===== src/rtl/core/trpd_pkg.sv =====
// shared types and constants for the tga run-length pixel decoder
package trpd_pkg;

  localparam int CFG_IDX_W  = 2;
  localparam int CFG_DATA_W = 32;

  localparam logic [CFG_IDX_W-1:0] CFG_PIXEL_BYTES  = 2'd0;
  localparam logic [CFG_IDX_W-1:0] CFG_TOTAL_PIXELS = 2'd1;
  localparam logic [CFG_IDX_W-1:0] CFG_COMPRESSED   = 2'd2;

  localparam logic [7:0] RUN_FLAG   = 8'h80;
  localparam logic [7:0] COUNT_MASK = 8'h7F;
  localparam logic [7:0] MAX_RUN    = 8'd128;

  typedef struct packed {
    logic [2:0]  pixel_bytes;
    logic [31:0] total_pixels;
    logic        compressed_mode;
  } cfg_t;

  typedef struct packed {
    logic [31:0] pixel_value;
    logic [7:0]  repeat_count;
    logic        last_pixel;
    logic        overrun_error;
  } result_t;

endpackage


===== src/rtl/core/trpd_in_reg.sv =====
// input register stage for incoming image bytes
module trpd_in_reg
  import trpd_pkg::*;
(
  input  logic       clk,
  input  logic       rst_n,
  input  logic       in_valid,
  output logic       in_ready,
  input  logic [7:0] in_byte,
  input  logic       take,
  output logic       s_valid,
  output logic [7:0] s_byte
);

  logic       valid_r;
  logic [7:0] byte_r;

  assign in_ready = !valid_r || take;
  assign s_valid  = valid_r;
  assign s_byte   = byte_r;

  always_ff @(posedge clk) begin
    if (!rst_n) begin
      valid_r <= 1'b0;
    end else if (in_ready) begin
      valid_r <= in_valid;
    end
    if (in_ready && in_valid) begin
      byte_r <= in_byte;
    end
  end

endmodule


===== src/rtl/core/trpd_decode.sv =====
// packet state, pixel assembly and overrun check for one byte per cycle while space is high
module trpd_decode
  import trpd_pkg::*;
#(
  parameter int MAX_PIXEL_BYTES = 4
) (
  input  logic       clk,
  input  logic       rst_n,
  input  cfg_t       cfg,
  input  logic       s_valid,
  input  logic [7:0] s_byte,
  input  logic       space,
  output logic       take,
  output logic       res_valid,
  output result_t    res
);

  typedef enum logic [1:0] {
    PH_HEADER,
    PH_RUN,
    PH_RAW,
    PH_ERROR
  } phase_t;

  phase_t      phase_r, phase_nxt;
  logic [6:0]  raw_left_r, raw_left_nxt;
  logic [7:0]  run_len_r, run_len_nxt;
  logic [1:0]  byte_idx_r, byte_idx_nxt;
  logic [23:0] asm_r, asm_nxt;
  logic [31:0] done_r, done_nxt;

  logic        go;
  logic [2:0]  eff_bytes;
  logic [31:0] shifted;
  logic [31:0] value;
  logic [7:0]  hdr_count;
  logic [7:0]  run_count;
  logic [7:0]  count;
  logic [32:0] sum;
  logic        overrun;
  logic        is_last;
  logic        is_header;
  logic        pix_done;

  assign go   = s_valid && space;
  assign take = go;

  always_comb begin
    eff_bytes = cfg.pixel_bytes;
    if (eff_bytes == 3'd0) begin
      eff_bytes = 3'd1;
    end
    if (eff_bytes > 3'(MAX_PIXEL_BYTES)) begin
      eff_bytes = 3'(MAX_PIXEL_BYTES);
    end
  end

  assign shifted   = {24'd0, s_byte} << {byte_idx_r, 3'b000};
  assign value     = {8'd0, asm_r} | shifted;
  assign hdr_count = (s_byte & COUNT_MASK) + 8'd1;
  assign run_count = (run_len_r == 8'd0 || run_len_r > MAX_RUN) ? 8'd1 : run_len_r;
  assign is_header = cfg.compressed_mode && (phase_r == PH_HEADER);
  assign pix_done  = ({1'b0, byte_idx_r} + 3'd1) >= eff_bytes;

  always_comb begin
    if (is_header) begin
      count = hdr_count;
    end else if (cfg.compressed_mode && phase_r == PH_RUN) begin
      count = run_count;
    end else begin
      count = 8'd1;
    end
  end

  // one shared add for both header and pixel checks
  assign sum     = {1'b0, done_r} + {25'd0, count};
  assign overrun = sum > {1'b0, cfg.total_pixels};
  assign is_last = sum == {1'b0, cfg.total_pixels};

  always_comb begin
    phase_nxt    = phase_r;
    raw_left_nxt = raw_left_r;
    run_len_nxt  = run_len_r;
    byte_idx_nxt = byte_idx_r;
    asm_nxt      = asm_r;
    done_nxt     = done_r;
    res_valid    = 1'b0;
    res          = '0;
    if (go && phase_r != PH_ERROR) begin
      if (is_header) begin
        byte_idx_nxt = 2'd0;
        asm_nxt      = 24'd0;
        if (overrun) begin
          phase_nxt         = PH_ERROR;
          res_valid         = 1'b1;
          res.overrun_error = 1'b1;
        end else if ((s_byte & RUN_FLAG) != 8'd0) begin
          run_len_nxt = hdr_count;
          phase_nxt   = PH_RUN;
        end else begin
          raw_left_nxt = s_byte[6:0];
          phase_nxt    = PH_RAW;
        end
      end else if (!pix_done) begin
        asm_nxt      = asm_r | shifted[23:0];
        byte_idx_nxt = byte_idx_r + 2'd1;
      end else begin
        byte_idx_nxt = 2'd0;
        asm_nxt      = 24'd0;
        res_valid    = 1'b1;
        if (!cfg.compressed_mode) begin
          phase_nxt    = PH_HEADER;
          raw_left_nxt = 7'd0;
        end else if (phase_r == PH_RUN) begin
          phase_nxt   = PH_HEADER;
          run_len_nxt = 8'd0;
        end else if (raw_left_r == 7'd0) begin
          phase_nxt = PH_HEADER;
        end else begin
          raw_left_nxt = raw_left_r - 7'd1;
        end
        if (overrun) begin
          phase_nxt         = PH_ERROR;
          res.overrun_error = 1'b1;
        end else begin
          res.pixel_value  = value;
          res.repeat_count = count;
          res.last_pixel   = is_last;
          if (is_last) begin
            done_nxt     = 32'd0;
            phase_nxt    = PH_HEADER;
            raw_left_nxt = 7'd0;
            run_len_nxt  = 8'd0;
          end else begin
            done_nxt = sum[31:0];
          end
        end
      end
    end
  end

  always_ff @(posedge clk) begin
    if (!rst_n) begin
      phase_r    <= PH_HEADER;
      raw_left_r <= 7'd0;
      run_len_r  <= 8'd0;
      byte_idx_r <= 2'd0;
      asm_r      <= 24'd0;
      done_r     <= 32'd0;
    end else begin
      phase_r    <= phase_nxt;
      raw_left_r <= raw_left_nxt;
      run_len_r  <= run_len_nxt;
      byte_idx_r <= byte_idx_nxt;
      asm_r      <= asm_nxt;
      done_r     <= done_nxt;
    end
  end

  a_error_sticky: assert property (@(posedge clk) disable iff (!rst_n)
    phase_r == PH_ERROR |=> phase_r == PH_ERROR)
    else $error("error phase left without reset");

  a_result_needs_word: assert property (@(posedge clk) disable iff (!rst_n)
    res_valid |-> go)
    else $error("result produced without a word");

  a_no_result_in_error: assert property (@(posedge clk) disable iff (!rst_n)
    phase_r == PH_ERROR |-> !res_valid)
    else $error("result produced after overrun");

  a_last_clears_count: assert property (@(posedge clk) disable iff (!rst_n)
    res_valid && res.last_pixel |=> done_r == 32'd0 && phase_r == PH_HEADER)
    else $error("image end did not restart");

endmodule


===== src/rtl/core/trpd_out_reg.sv =====
// result register between the decoder and the output channel
module trpd_out_reg
  import trpd_pkg::*;
(
  input  logic    clk,
  input  logic    rst_n,
  input  logic    load,
  input  result_t res,
  output logic    space,
  input  logic    out_ready,
  output logic    out_valid,
  output result_t out_res
);

  logic    valid_r;
  result_t res_r;

  assign space     = !valid_r || out_ready;
  assign out_valid = valid_r;
  assign out_res   = res_r;

  always_ff @(posedge clk) begin
    if (!rst_n) begin
      valid_r <= 1'b0;
    end else if (space) begin
      valid_r <= load;
    end
    if (space && load) begin
      res_r <= res;
    end
  end

endmodule


===== src/rtl/core/tga_rle_pixel_decoder.sv =====
// tga run-length pixel decoder top level
// output: a result is loaded into the result register when the decoder takes
//   its final byte, and it waits there only while out_ready is low
// throughput: one byte per cycle while the result register has space, set by
//   the single decode step between the input register and the result register
// reset (synchronous, rst_n low): registers return to 4 bytes per pixel,
//   1 pixel, compressed mode; decoder waits for a packet header, error cleared
module tga_rle_pixel_decoder
  import trpd_pkg::*;
#(
  parameter int MAX_PIXEL_BYTES = 4
) (
  input  logic                  clk,
  input  logic                  rst_n,
  input  logic                  in_valid,
  output logic                  in_ready,
  input  logic [7:0]            in_byte_in,
  output logic                  out_valid,
  input  logic                  out_ready,
  output logic [31:0]           out_pixel_value,
  output logic [7:0]            out_repeat_count,
  output logic                  out_last_pixel,
  output logic                  out_overrun_error,
  input  logic                  cfg_we,
  input  logic [CFG_IDX_W-1:0]  cfg_index,
  input  logic [CFG_DATA_W-1:0] cfg_wdata
);

  cfg_t       cfg_r;
  logic       take;
  logic       s_valid;
  logic [7:0] s_byte;
  logic       space;
  logic       res_valid;
  result_t    res;
  result_t    out_res;

  always_ff @(posedge clk) begin
    if (!rst_n) begin
      cfg_r.pixel_bytes     <= 3'd4;
      cfg_r.total_pixels    <= 32'd1;
      cfg_r.compressed_mode <= 1'b1;
    end else if (cfg_we) begin
      unique case (cfg_index)
        CFG_PIXEL_BYTES:  cfg_r.pixel_bytes     <= cfg_wdata[2:0];
        CFG_TOTAL_PIXELS: cfg_r.total_pixels    <= cfg_wdata;
        CFG_COMPRESSED:   cfg_r.compressed_mode <= cfg_wdata[0];
        default: ;
      endcase
    end
  end

  trpd_in_reg u_in_reg (
    .clk      (clk),
    .rst_n    (rst_n),
    .in_valid (in_valid),
    .in_ready (in_ready),
    .in_byte  (in_byte_in),
    .take     (take),
    .s_valid  (s_valid),
    .s_byte   (s_byte)
  );

  trpd_decode #(
    .MAX_PIXEL_BYTES (MAX_PIXEL_BYTES)
  ) u_decode (
    .clk       (clk),
    .rst_n     (rst_n),
    .cfg       (cfg_r),
    .s_valid   (s_valid),
    .s_byte    (s_byte),
    .space     (space),
    .take      (take),
    .res_valid (res_valid),
    .res       (res)
  );

  trpd_out_reg u_out_reg (
    .clk       (clk),
    .rst_n     (rst_n),
    .load      (res_valid),
    .res       (res),
    .space     (space),
    .out_ready (out_ready),
    .out_valid (out_valid),
    .out_res   (out_res)
  );

  assign out_pixel_value   = out_res.pixel_value;
  assign out_repeat_count  = out_res.repeat_count;
  assign out_last_pixel    = out_res.last_pixel;
  assign out_overrun_error = out_res.overrun_error;

endmodule

===== config.mk =====
export PLATFORM = sky130hd
export DESIGN_NAME = tga_rle_pixel_decoder
export DESIGN_NICKNAME = d
export VERILOG_FILES = /design/src/rtl/core/trpd_pkg.sv /design/src/rtl/core/trpd_in_reg.sv /design/src/rtl/core/trpd_decode.sv /design/src/rtl/core/trpd_out_reg.sv /design/src/rtl/core/tga_rle_pixel_decoder.sv
export SDC_FILE = /design/constraint.sdc
export NUM_CORES = 1
export LEC_CHECK = 0
export ABC_AREA = 1
export BUFFER_PORTS_ARGS = -buffer_cell sky130_fd_sc_hd__buf_2
export CORE_MARGIN = 5
export CORE_UTILIZATION = 57
export DETAILED_ROUTE_END_ITERATION = 10
export HOLD_SLACK_MARGIN = 0.05
export PLACE_DENSITY = 0.88
export SYNTH_ARGS = -nofsm -noshare
export SYNTH_HDL_FRONTEND = slang
export SYNTH_SLANG_ARGS = --single-unit

===== constraint.sdc =====
create_clock -name clk -period 5.72 [get_ports clk]
set_clock_uncertainty 0.15 [all_clocks]
set_input_delay 0.286 -clock clk [delete_from_list [all_inputs] [get_ports clk]]
set_output_delay 0.286 -clock clk [all_outputs]
set_load 0.1 [all_outputs]

==> results of run 1 <==
[kinds of logic (layout without fill, tap and decap cells)]
group           Yosys count  count (layout)  share of synthesized area, %
buf+inv                 204             333                          9.35
fa+ha+maj                48              48                          6.84
flops                   163             163                          42.4
simple gates            476             476                          24.0
xor+xnor                 33              33                          3.25
compound gates          227             227                          14.2
[worst min-delay path: stages]
cell and delay (ns):
buf_2 0.11, nand3_1 0.09, a21oi_1 0.06, o21ai_0 0.06
[sequential cells by signal (all words and copies together), names as in the netlist]
name / cells
u_decode.byte_idx_r: 2
u_out_reg.out_res: 42
cfg_r: 36
u_decode.asm_r: 24
u_decode.raw_left_r: 7
u_in_reg.s_byte: 8
u_decode.run_len_r: 8
u_in_reg.s_valid: 1
u_out_reg.out_valid: 1
u_decode.phase_r: 2
u_decode.done_r: 32
[path summary, 6_finish.rpt]
check	cells past startpoint	endpoint	slack, ns
max	29	u_out_reg.out_res[39]	0.50
min	4	cfg_r[0]	0.05
min reg2reg	2	u_decode.asm_r[7]	0.31
max reg2reg	29	u_out_reg.out_res[39]	0.50
[power groups by stage]
stage               combinational, W  sequential [W]  clock [W]
floorplan                   0.000277         0.00130          0
global placement            0.000406         0.00127          0
detailed placement          0.000411         0.00127          0
CTS                         0.000438         0.00124    0.00116
global route                0.000501         0.00125    0.00121
finish                      0.000453         0.00125    0.00115
[repair_timing]
item	in CTS	in global routing
hold endpoints to repair	44	0
hold buffers	44	0
resized for setup	0	11
setup endpoints to repair	0	81
[Yosys cell counts (all sizes together)]
cell and number:
inv 156, o22ai 1, a22oi 1, a22o 1
nand4 50, dfxtp 113, fa 1, nor4 8
nand3 53, nor3 25, o211ai 3, buf 13
o21bai 1, nor4b 1, xnor2 10, o21ai 69
clkinv 3, nand3b 2, a31oi 15, clkbuf 32
nand2 213, nor2 122, a21oi 115, edfxtp 50
a32oi 1, ha 47, o211a 1, or2 2
a211oi 16, o21a 1, a21o 2, xor2 23
[cell type report]
type	count	area share [%]
multi-input combinational	784	41.0
sequential	163	35.7
clock inverter	15	1.77
inverter	159	5.69
tap	211	2.51
clock buffer	17	4.04
timing repair buffer	142	9.26
[stage by stage]
step           util [%]  power (W)
3_5_place_dp       61.9    0.00168
3_3_place_gp       61.9    0.00168
4_1_cts            68.8    0.00284
6_report           69.1    0.00285
5_1_grt            69.1    0.00296
2_1_floorplan         -    0.00157
[routing by layer]
metal  track usage [%]  share of wire, %
met2              47.6                49
met4              15.0               5.6
met5                 0                 0
met1              32.3                39
met3              4.43               6.4
==> results.md, run 1 <==
* FP Rows at 45
* WP buf/inv at 5
* Fin crit period at 5.22 ns
* First-pass DRT Iterations at 6
* Slack of the critical path at 0.497 ns
* Syn. warnings at 0
* Commonest non-fill, non-tap cells in the layout: nand2_1, inv_1, nor2_1
* DR vias at 8444
* Sequential share of power at 43.7%
* Hold Vio Cnt, Final at 0
* Final WL at 24500 um
* Number of distinct library cells after synthesis at 44
* Setup Buffers After CTS at 0
* Cell count after synthesis at 1151
* Core Region at 15300 um2
* ANT nets after route at 0
* Crit-path max FO at 14
* Logic pwr share at 15.9%
* Area after DPL at 9440 um2
* Worst-Skew Late Latency at 0.44 ns
* Worst vdd ir at 224 uV
* I/O pin cnt at 91
* Critical Path RT at 5.82 ns
* Synth top area share at 25.5%
* Max Cap Viol at 0
* Multi-input logic area at 4320 um2
* Post-layout net count at 1362
* Post-synth top area cell: dfxtp_1
* Static Leakage at 4.55 nW
* Switching power at 0.000885 W
* Setup tns final at 0 ns
* Slowest stage delay, CP at 0.43 ns
* Placed Cells at 1415
* Clock buffer depth at 2
* CTS sink cnt at 163
* Fill count at 1167
* Fmax at 191 MHz
* Sw Share at 31.1%
* Sequential Area at 3760 um2
* Hold path start: cfg_index[1]
* Commonest non-fill, non-tap cell in the layout: nand2_1
* Clock power frac at 40.4%
* Vias per cell at 5.66
* DRC viols at 0
* CTS H-tree lvls at 4
* RSZ-0062 raised after global routing: false
* Worst hold path class: input pin to flip-flop
* First-pass GRT wire length at 39900 um
* Initial antenna violation count at 0
* CTS root buffer: clkbuf_16
* Post-route cell area at 10500 um2
* Die width at 135 um
* Sequential cell area fraction in the yosys report at 42.4%
* PortBufs at 90
* Starting Density at 58.2%
* Dpl ws at 0.0440 ns
* Area Growth Syn to Fin at 18.6%
* Final setup fails at 0
* Crit path max-delay family: simple AND/OR/NAND/NOR gates
* CP Data Arrival Time at 5.32 ns
* GRT Residual Overflow at 0
* N_diodes at 0
* Detailed Place HPWL at 17500 um
* P_int at 0.00196 W
* Drt wl/cell at 16.5 um
* Pins Over Slew Limit at 0
* Largest net degree at the start of global routing at 65
* WHS at 0.0498 ns
* Reg clk slew, reported paths at 0.07 ns
* Total GRT Usage at 27.4%
* Status: completed
* Startpoint Class: flip-flop
* Critical setup path kind: flip-flop to flip-flop
* Syn nets at 1246
* Vias in the first global route at 8063
* Layout cell share with drive strength beyond 1 at 12.8%
* Leading post-synthesis cells by cell area: dfxtp_1, edfxtp_1, nand2_1, ha_1, inv_1
* Worst setup path start: cfg_r[0]
* CTS tree: done
* Mapped Area at 8880 um2
* CP Capture Type: flip-flop
* Synthesized area per cell at 7.72 um2
* FF-to-FF Start: cfg_r[0]
* Yosys reg bits at 163
* Die Ht at 135 um
* Fin crit share at 91.3%
* Pwr Density at 270 nW/um2
* TritonCTS buffer count at 17
* Die footprint at 18200 um2
* Crit-path slowest cell: dfxtp_1
* Worst-Margin Slew at 0.913 ns
* Final RePlAce weighted congestion at 1.01
* Initial DRC Count at 822
* Rel. slew slack at 39.0%
* Non-Filler Instances at 1491
No activity file was read; power rests on OpenSTA's default activity.
==> run 2: changes to the inputs <==
BUFFER_PORTS_ARGS = -buffer_cell sky130_fd_sc_hd__clkbuf_2   (was -buffer_cell sky130_fd_sc_hd__buf_2)
GPL_TIMING_DRIVEN = 1   (was unset)
SETUP_SLACK_MARGIN = 0.15   (was unset)
==> run 2 against run 1 <==
  * Sequential share of layout area decreased by 0.13 points
  * First-iteration DRC count increased by 7.4%
  * Critical path depth decreased by 2
  * Cell area increased by 0.37%
  * Total power increased by 0.83%
  * Via count increased by 2.0%
  * Utilization increased by 0.25 points
  * Die area unchanged
  * Critical endpoint unchanged
  * Wire length increased by 2.0%
  * Sequential power about the same
==> results.md, run 2 (synthesized netlist as in run 1, its figures left out) <==
* Max Cap Viol at 0 (unchanged)
* Core Region at 15300 um2 (unchanged)
* FP Rows at 45 (unchanged)
* First-pass DRT Iterations at 6 (unchanged)
* Area after DPL at 9430 um2 (about the same)
* CTS H-tree lvls at 4 (unchanged)
* Startpoint Class: flip-flop
* Worst-Skew Late Latency at 0.44 ns (about the same)
* DR vias at 8609 (+2.0%)
* CP Capture Type: flip-flop
* Starting Density at 58.2% (unchanged)
* Fin crit share at 91.3% (about the same)
* CTS sink cnt at 163 (unchanged)
* Fill count at 1194 (+2.3%)
* Critical Path RT at 5.82 ns (about the same)
* Area Growth Syn to Fin at 19.0%
* CTS root buffer: clkbuf_16
* Final WL at 25000 um (+2.0%)
* Most used cell, CP: nor2_1
* Hold Vio Cnt, Final at 0 (unchanged)
* Clock buffer depth at 2 (unchanged)
* Setup tns final at 0 ns (unchanged)
* CP Data Arrival Time at 5.32 ns (about the same)
* Worst-Margin Slew at 0.876 ns (-0.0366 ns)
* Max reg flops at 42 (unchanged)
* GRT Residual Overflow at 0 (unchanged)
* Pins Over Slew Limit at 0 (unchanged)
* Final setup fails at 0 (unchanged)
* Status: completed
* RSZ-0062 raised after global routing: false
* Post-layout net count at 1367 (+0.37%)
* Initial antenna violation count at 0 (unchanged)
* Commonest non-fill, non-tap cell in the layout: nand2_1
* TritonCTS buffer count at 17 (unchanged)
* Vias in the first global route at 8056 (-0.087%)
* Die footprint at 18200 um2 (unchanged)
* Slack of the critical path at 0.500 ns (+0.00330 ns)
* Drt wl/cell at 16.7 um (+1.6%)
* Slowest stage delay, CP at 0.44 ns (about the same)
* ANT nets after route at 0 (unchanged)
* Worst vdd ir at 216 uV (-3.5%)
* Fmax at 192 MHz (about the same)
* Die Ht at 135 um (unchanged)
* Static Leakage at 4.59 nW (+0.72%)
* Rel. slew slack at 41.4% (+2.4 points)
* Total power at 0.00287 W (+0.83%)
* N_diodes at 0 (unchanged)
* Crit-path slowest cell: dfxtp_1
* DRC viols at 0 (unchanged)
* I/O pin cnt at 91 (unchanged)
* Pwr Density at 272 nW/um2 (+0.46%)
* Total GRT Usage at 27.5% (+0.16 points)
* First-pass GRT wire length at 39900 um (-0.19%)
* Largest net degree at the start of global routing at 66 (+1.5%)
* Final RePlAce weighted congestion at 1.04 (+3.0%)
* Reg clk slew, reported paths at 0.07 ns (about the same)
* Critical setup path kind: flip-flop to flip-flop
* WHS at 0.0682 ns (+0.0184 ns)
* Fin crit period at 5.22 ns (-0.00330 ns)
* PortBufs at 90 (unchanged)
* Initial DRC Count at 883 (+7.4%)
* Dpl ws at 0.109 ns (+0.0655 ns)
* Crit-path max FO at 14 (unchanged)
* Layout cell share with drive strength beyond 1 at 13.3% (+0.49 points)
* Commonest non-fill, non-tap cells in the layout: nand2_1, inv_1, nor2_1
* Detailed Place HPWL at 17300 um (-1.4%)
* Vias per cell at 5.75 (+1.6%)
* Worst hold path class: input pin to flip-flop
* CTS tree: done
* Die width at 135 um (unchanged)
* Post-route cell area at 10600 um2 (+0.37%)
-- run 2: power breakdown --
| group | leakage [nW] | switching (W) | internal (W) |
|---|---|---|---|
| Clock | 0.293 | 0.000569 | 0.000595 |
| Sequential | 1.40 | 0.0000243 | 0.00122 |
| Combinational | 2.89 | 0.000313 | 0.000149 |
-- run 2: area by class of cell --
| cell class | count | area [um2] | area share (%) |
|---|---|---|---|
| repair buffers | 147 | 1010 | 9.54 |
| multi-input cells | 784 | 4330 | 40.9 |
| clock inverters | 15 | 185 | 1.75 |
| well taps | 211 | 264 | 2.50 |
| clock buffers | 17 | 425 | 4.02 |
| flip-flops and latches | 163 | 3760 | 35.6 |
| inverters | 159 | 599 | 5.67 |
-- run 2: critical path, delay by kind of cell, from the launching register on --
kind | cells | cell delay (ns)
buffers and inverters | 3 | 0.25
adders and majority gates | 2 | 0.54
and+or+nand+nor | 18 | 3.06
AOI/OAI and AO/OA | 3 | 0.46
xor gates and xnor gates | 1 | 0.13
DFF | 1 | 0.44
-- run 2: metal layers --
| metal | global-route usage, % | wire length, um |
|---|---|---|
| met5 | 0 | 0 |
| met2 | 48.5 | 12300 |
| met4 | 14.0 | 1290 |
| met1 | 32.5 | 9570 |
| met3 | 4.32 | 1870 |
-- run 2: path summary, 6_finish.rpt --
| path | from | end | slack (ns) | cells past startpoint |
|---|---|---|---|---|
| worst min register to register | u_decode.asm_r[4] | u_decode.asm_r[4] | 0.31 | 2 |
| worst min-delay path | cfg_index[0] | cfg_r[34] | 0.07 | 3 |
| worst max-delay path | cfg_r[0] | u_out_reg.out_res[39] | 0.50 | 27 |
| worst max register to register | cfg_r[0] | u_out_reg.out_res[39] | 0.50 | 27 |
-- run 2: what timing repair did --
item,4_1_cts,5_1_grt
hold buffers,44,0
setup buffers,0,6
pin swaps,0,0
setup endpoints to repair,28,127
resized for setup,2,10
cloned,0,0
hold endpoints to repair,45,0
-- run 2: through the flow --
step           util, %  instances
6_report          69.3       1496
5_1_grt           69.3       1496
4_1_cts           68.7       1490
3_5_place_dp      61.8       1414
3_3_place_gp      61.8       1414
2_1_floorplan        -       1151
==> run 3: changes to the inputs <==
CORE_UTILIZATION = 56   (was 57)
PLACE_DENSITY = 0.87   (was 0.88)
==> run 3 against run 2 <==
  * Count of clock-buffer cells in the layout is 1 higher
  * Non-clock buffer count up 8
  * Die area is 1.7% higher
  * Total power is 1.1% lower
==> results.md, run 3 (synthesized netlist as in run 1, its figures left out) <==
* Status: completed
* Sw Share at 30.2% (-1.3 points)
* ANT nets after route at 0 (unchanged)
* Crit-path max FO at 8 (-6)
* Crit path max-delay family: simple AND/OR/NAND/NOR gates
* I/O pin cnt at 91 (unchanged)
* Layout cell share with drive strength beyond 1 at 13.6% (+0.30 points)
* GRT Residual Overflow at 0 (unchanged)
* WHS at 0.0686 ns (+0.000333 ns)
* Largest net degree at the start of global routing at 65 (-1.5%)
* Detailed Place HPWL at 17000 um (-1.5%)
* CTS tree: done
* Fmax at 190 MHz (-1.0%)
* Met3 routed WL at 1460 um (-22%)
* DR vias at 8307 (-3.5%)
* Worst-Margin Slew at 0.875 ns (-0.00113 ns)
* Max Cap Viol at 0 (unchanged)
* Met2 Routed Length at 11800 um (-4.2%)
* Post-layout net count at 1375 (+0.59%)
* Hold Vio Cnt, Final at 0 (unchanged)
* Worst R2R Setup Slack at 0.45 ns (-0.05 ns)
* Final RePlAce weighted congestion at 0.956 (-8.0%)
* Placed Cells at 1423 (+0.64%)
* Slowest stage delay, CP at 0.41 ns (-0.03 ns)
* P_int at 0.00198 W (+0.89%)
* Core Region at 15700 um2 (+3.0%)
* Max layer used: met4
* Commonest non-fill, non-tap cell in the layout: nand2_1
* Crit-path slowest cell: fa_1
* Reg clk slew, reported paths at 0.07 ns (about the same)
* Fin crit period at 5.27 ns (+0.0549 ns)
* CTS root buffer: clkbuf_16
* Total power at 0.00284 W (-1.1%)
* Pwr Density at 267 nW/um2 (-1.6%)
* First-pass DRT Iterations at 5 (-1)
* RSZ-0062 raised after global routing: false
* Post-route cell area at 10600 um2 (+0.52%)
* Area after DPL at 9470 um2 (+0.38%)
* N_diodes at 0 (unchanged)
* Critical setup path kind: flip-flop to flip-flop
* Vias in the first global route at 7897 (-2.0%)
* Clock power frac at 40.3% (-0.2 points)
* Static Leakage at 4.62 nW (+0.66%)
* CTS H-tree lvls at 4 (unchanged)
* Die footprint at 18500 um2 (+1.7%)
* WP buf/inv at 5 (+2)
* Wl on met1 at 9610 um (+0.40%)
* Worst-Skew Late Latency at 0.44 ns (about the same)
* Setup tns final at 0 ns (unchanged)
* Initial antenna violation count at 0 (unchanged)
* Drt wl/cell at 15.8 um (-5.8%)
* Initial DRC Count at 698 (-21%)
* Final setup fails at 0 (unchanged)
* PortBufs at 90 (unchanged)
* Worst vdd ir at 213 uV (-1.7%)
* DRC viols at 0 (unchanged)
* Pins Over Slew Limit at 0 (unchanged)
* Area Growth Syn to Fin at 19.7%
* Rel. slew slack at 41.5% (+0.075 points)
* Clock buffer depth at 2 (unchanged)
* Sequential share of power at 43.8% (+0.4 points)
* Most used cell, CP: nand2_1
* FP Rows at 46 (+2.2%)
* Non-Filler Instances at 1509 (+0.87%)
* Switching power at 0.000858 W (-5.3%)
* Starting Density at 56.5% (-1.7 points)
* Total GRT Usage at 26.1% (-1.4 points)
* Commonest non-fill, non-tap cells in the layout: nand2_1, inv_1, nor2_1
* Die width at 136 um (+0.82%)
* First-pass GRT wire length at 38300 um (-4.0%)
* Die Ht at 136 um (+0.82%)
* Final WL at 23800 um (-5.0%)
* TritonCTS buffer count at 17 (unchanged)
* CP Data Arrival Time at 5.37 ns (+0.05 ns)
* Critical Path RT at 5.81 ns (about the same)
* CP Capture Type: flip-flop
* Worst hold path class: input pin to flip-flop
* Startpoint Class: flip-flop
* Max reg flops at 42 (unchanged)
* CTS sink cnt at 163 (unchanged)
* Fin crit share at 92.2% (+0.96 points)
* Logic pwr share at 15.8% (-0.3 points)
* Vias per cell at 5.50 (-4.3%)
run 3: cell types whose count changed in the layout (fill, tap and decap cells not counted), sizes merged:
cell,previous run,this run
buf,13,20
clkinv,9,7
clkbuf,107,108
clkinvlp,1,2
dlygate4sd3,44,45
run 3: layout make-up:
| cell class | instances | area [um2] |
|---|---|---|
| clock inverters | 14 | 155 |
| fillers | 1247 | 5080 |
| repair buffers | 155 | 1060 |
| flip-flops and latches | 163 | 3760 |
| well taps | 216 | 270 |
| inverters | 159 | 597 |
| multi-input cells | 784 | 4330 |
| clock buffers | 18 | 450 |
run 3: path summary, 6_finish.rpt:
check,cells after the start,from,endpoint
hold / removal,4,cfg_index[1],cfg_r[0]
setup reg to reg,29,cfg_r[0],u_out_reg.out_res[41]
hold reg to reg,2,u_decode.asm_r[23],u_decode.asm_r[23]
setup / recovery,29,cfg_r[0],u_out_reg.out_res[41]
run 3: per-stage QoR:
stage,utilization [%],worst slack [ns]
3_5_place_dp,60.3,0.262
2_1_floorplan,-,0.598
6_report,67.7,0.445
5_1_grt,67.7,0.169
4_1_cts,67.0,0.224
3_3_place_gp,60.3,0.410
run 3: power by group through the flow:
stage / clock [W] / combinational (W) / sequential (W)
2_1_floorplan: 0 / 0.000277 / 0.00130
3_3_place_gp: 0 / 0.000405 / 0.00127
3_5_place_dp: 0 / 0.000408 / 0.00127
4_1_cts: 0.00116 / 0.000434 / 0.00125
5_1_grt: 0.00121 / 0.000496 / 0.00125
6_report: 0.00115 / 0.000450 / 0.00125
run 3: per-layer routing:
layer  GRT usage, %  up-vias
met5              0        -
met4           11.8        0
met3           4.00       66
met2           46.3      341
met1           31.2     3782
li1               -     4118
run 3: what timing repair did:
item                       in CTS  in global routing
resized for setup               0                  8
hold endpoints to repair       45                  0
setup endpoints to repair       0                 97
hold buffers                   45                  0
buffers inserted                0                  9
run 3: tightest hold or removal path, cell delays in order:
cell and delay (ns):
clkbuf_2 0.10, nand3_1 0.11, a21oi_1 0.07, o21ai_0 0.06
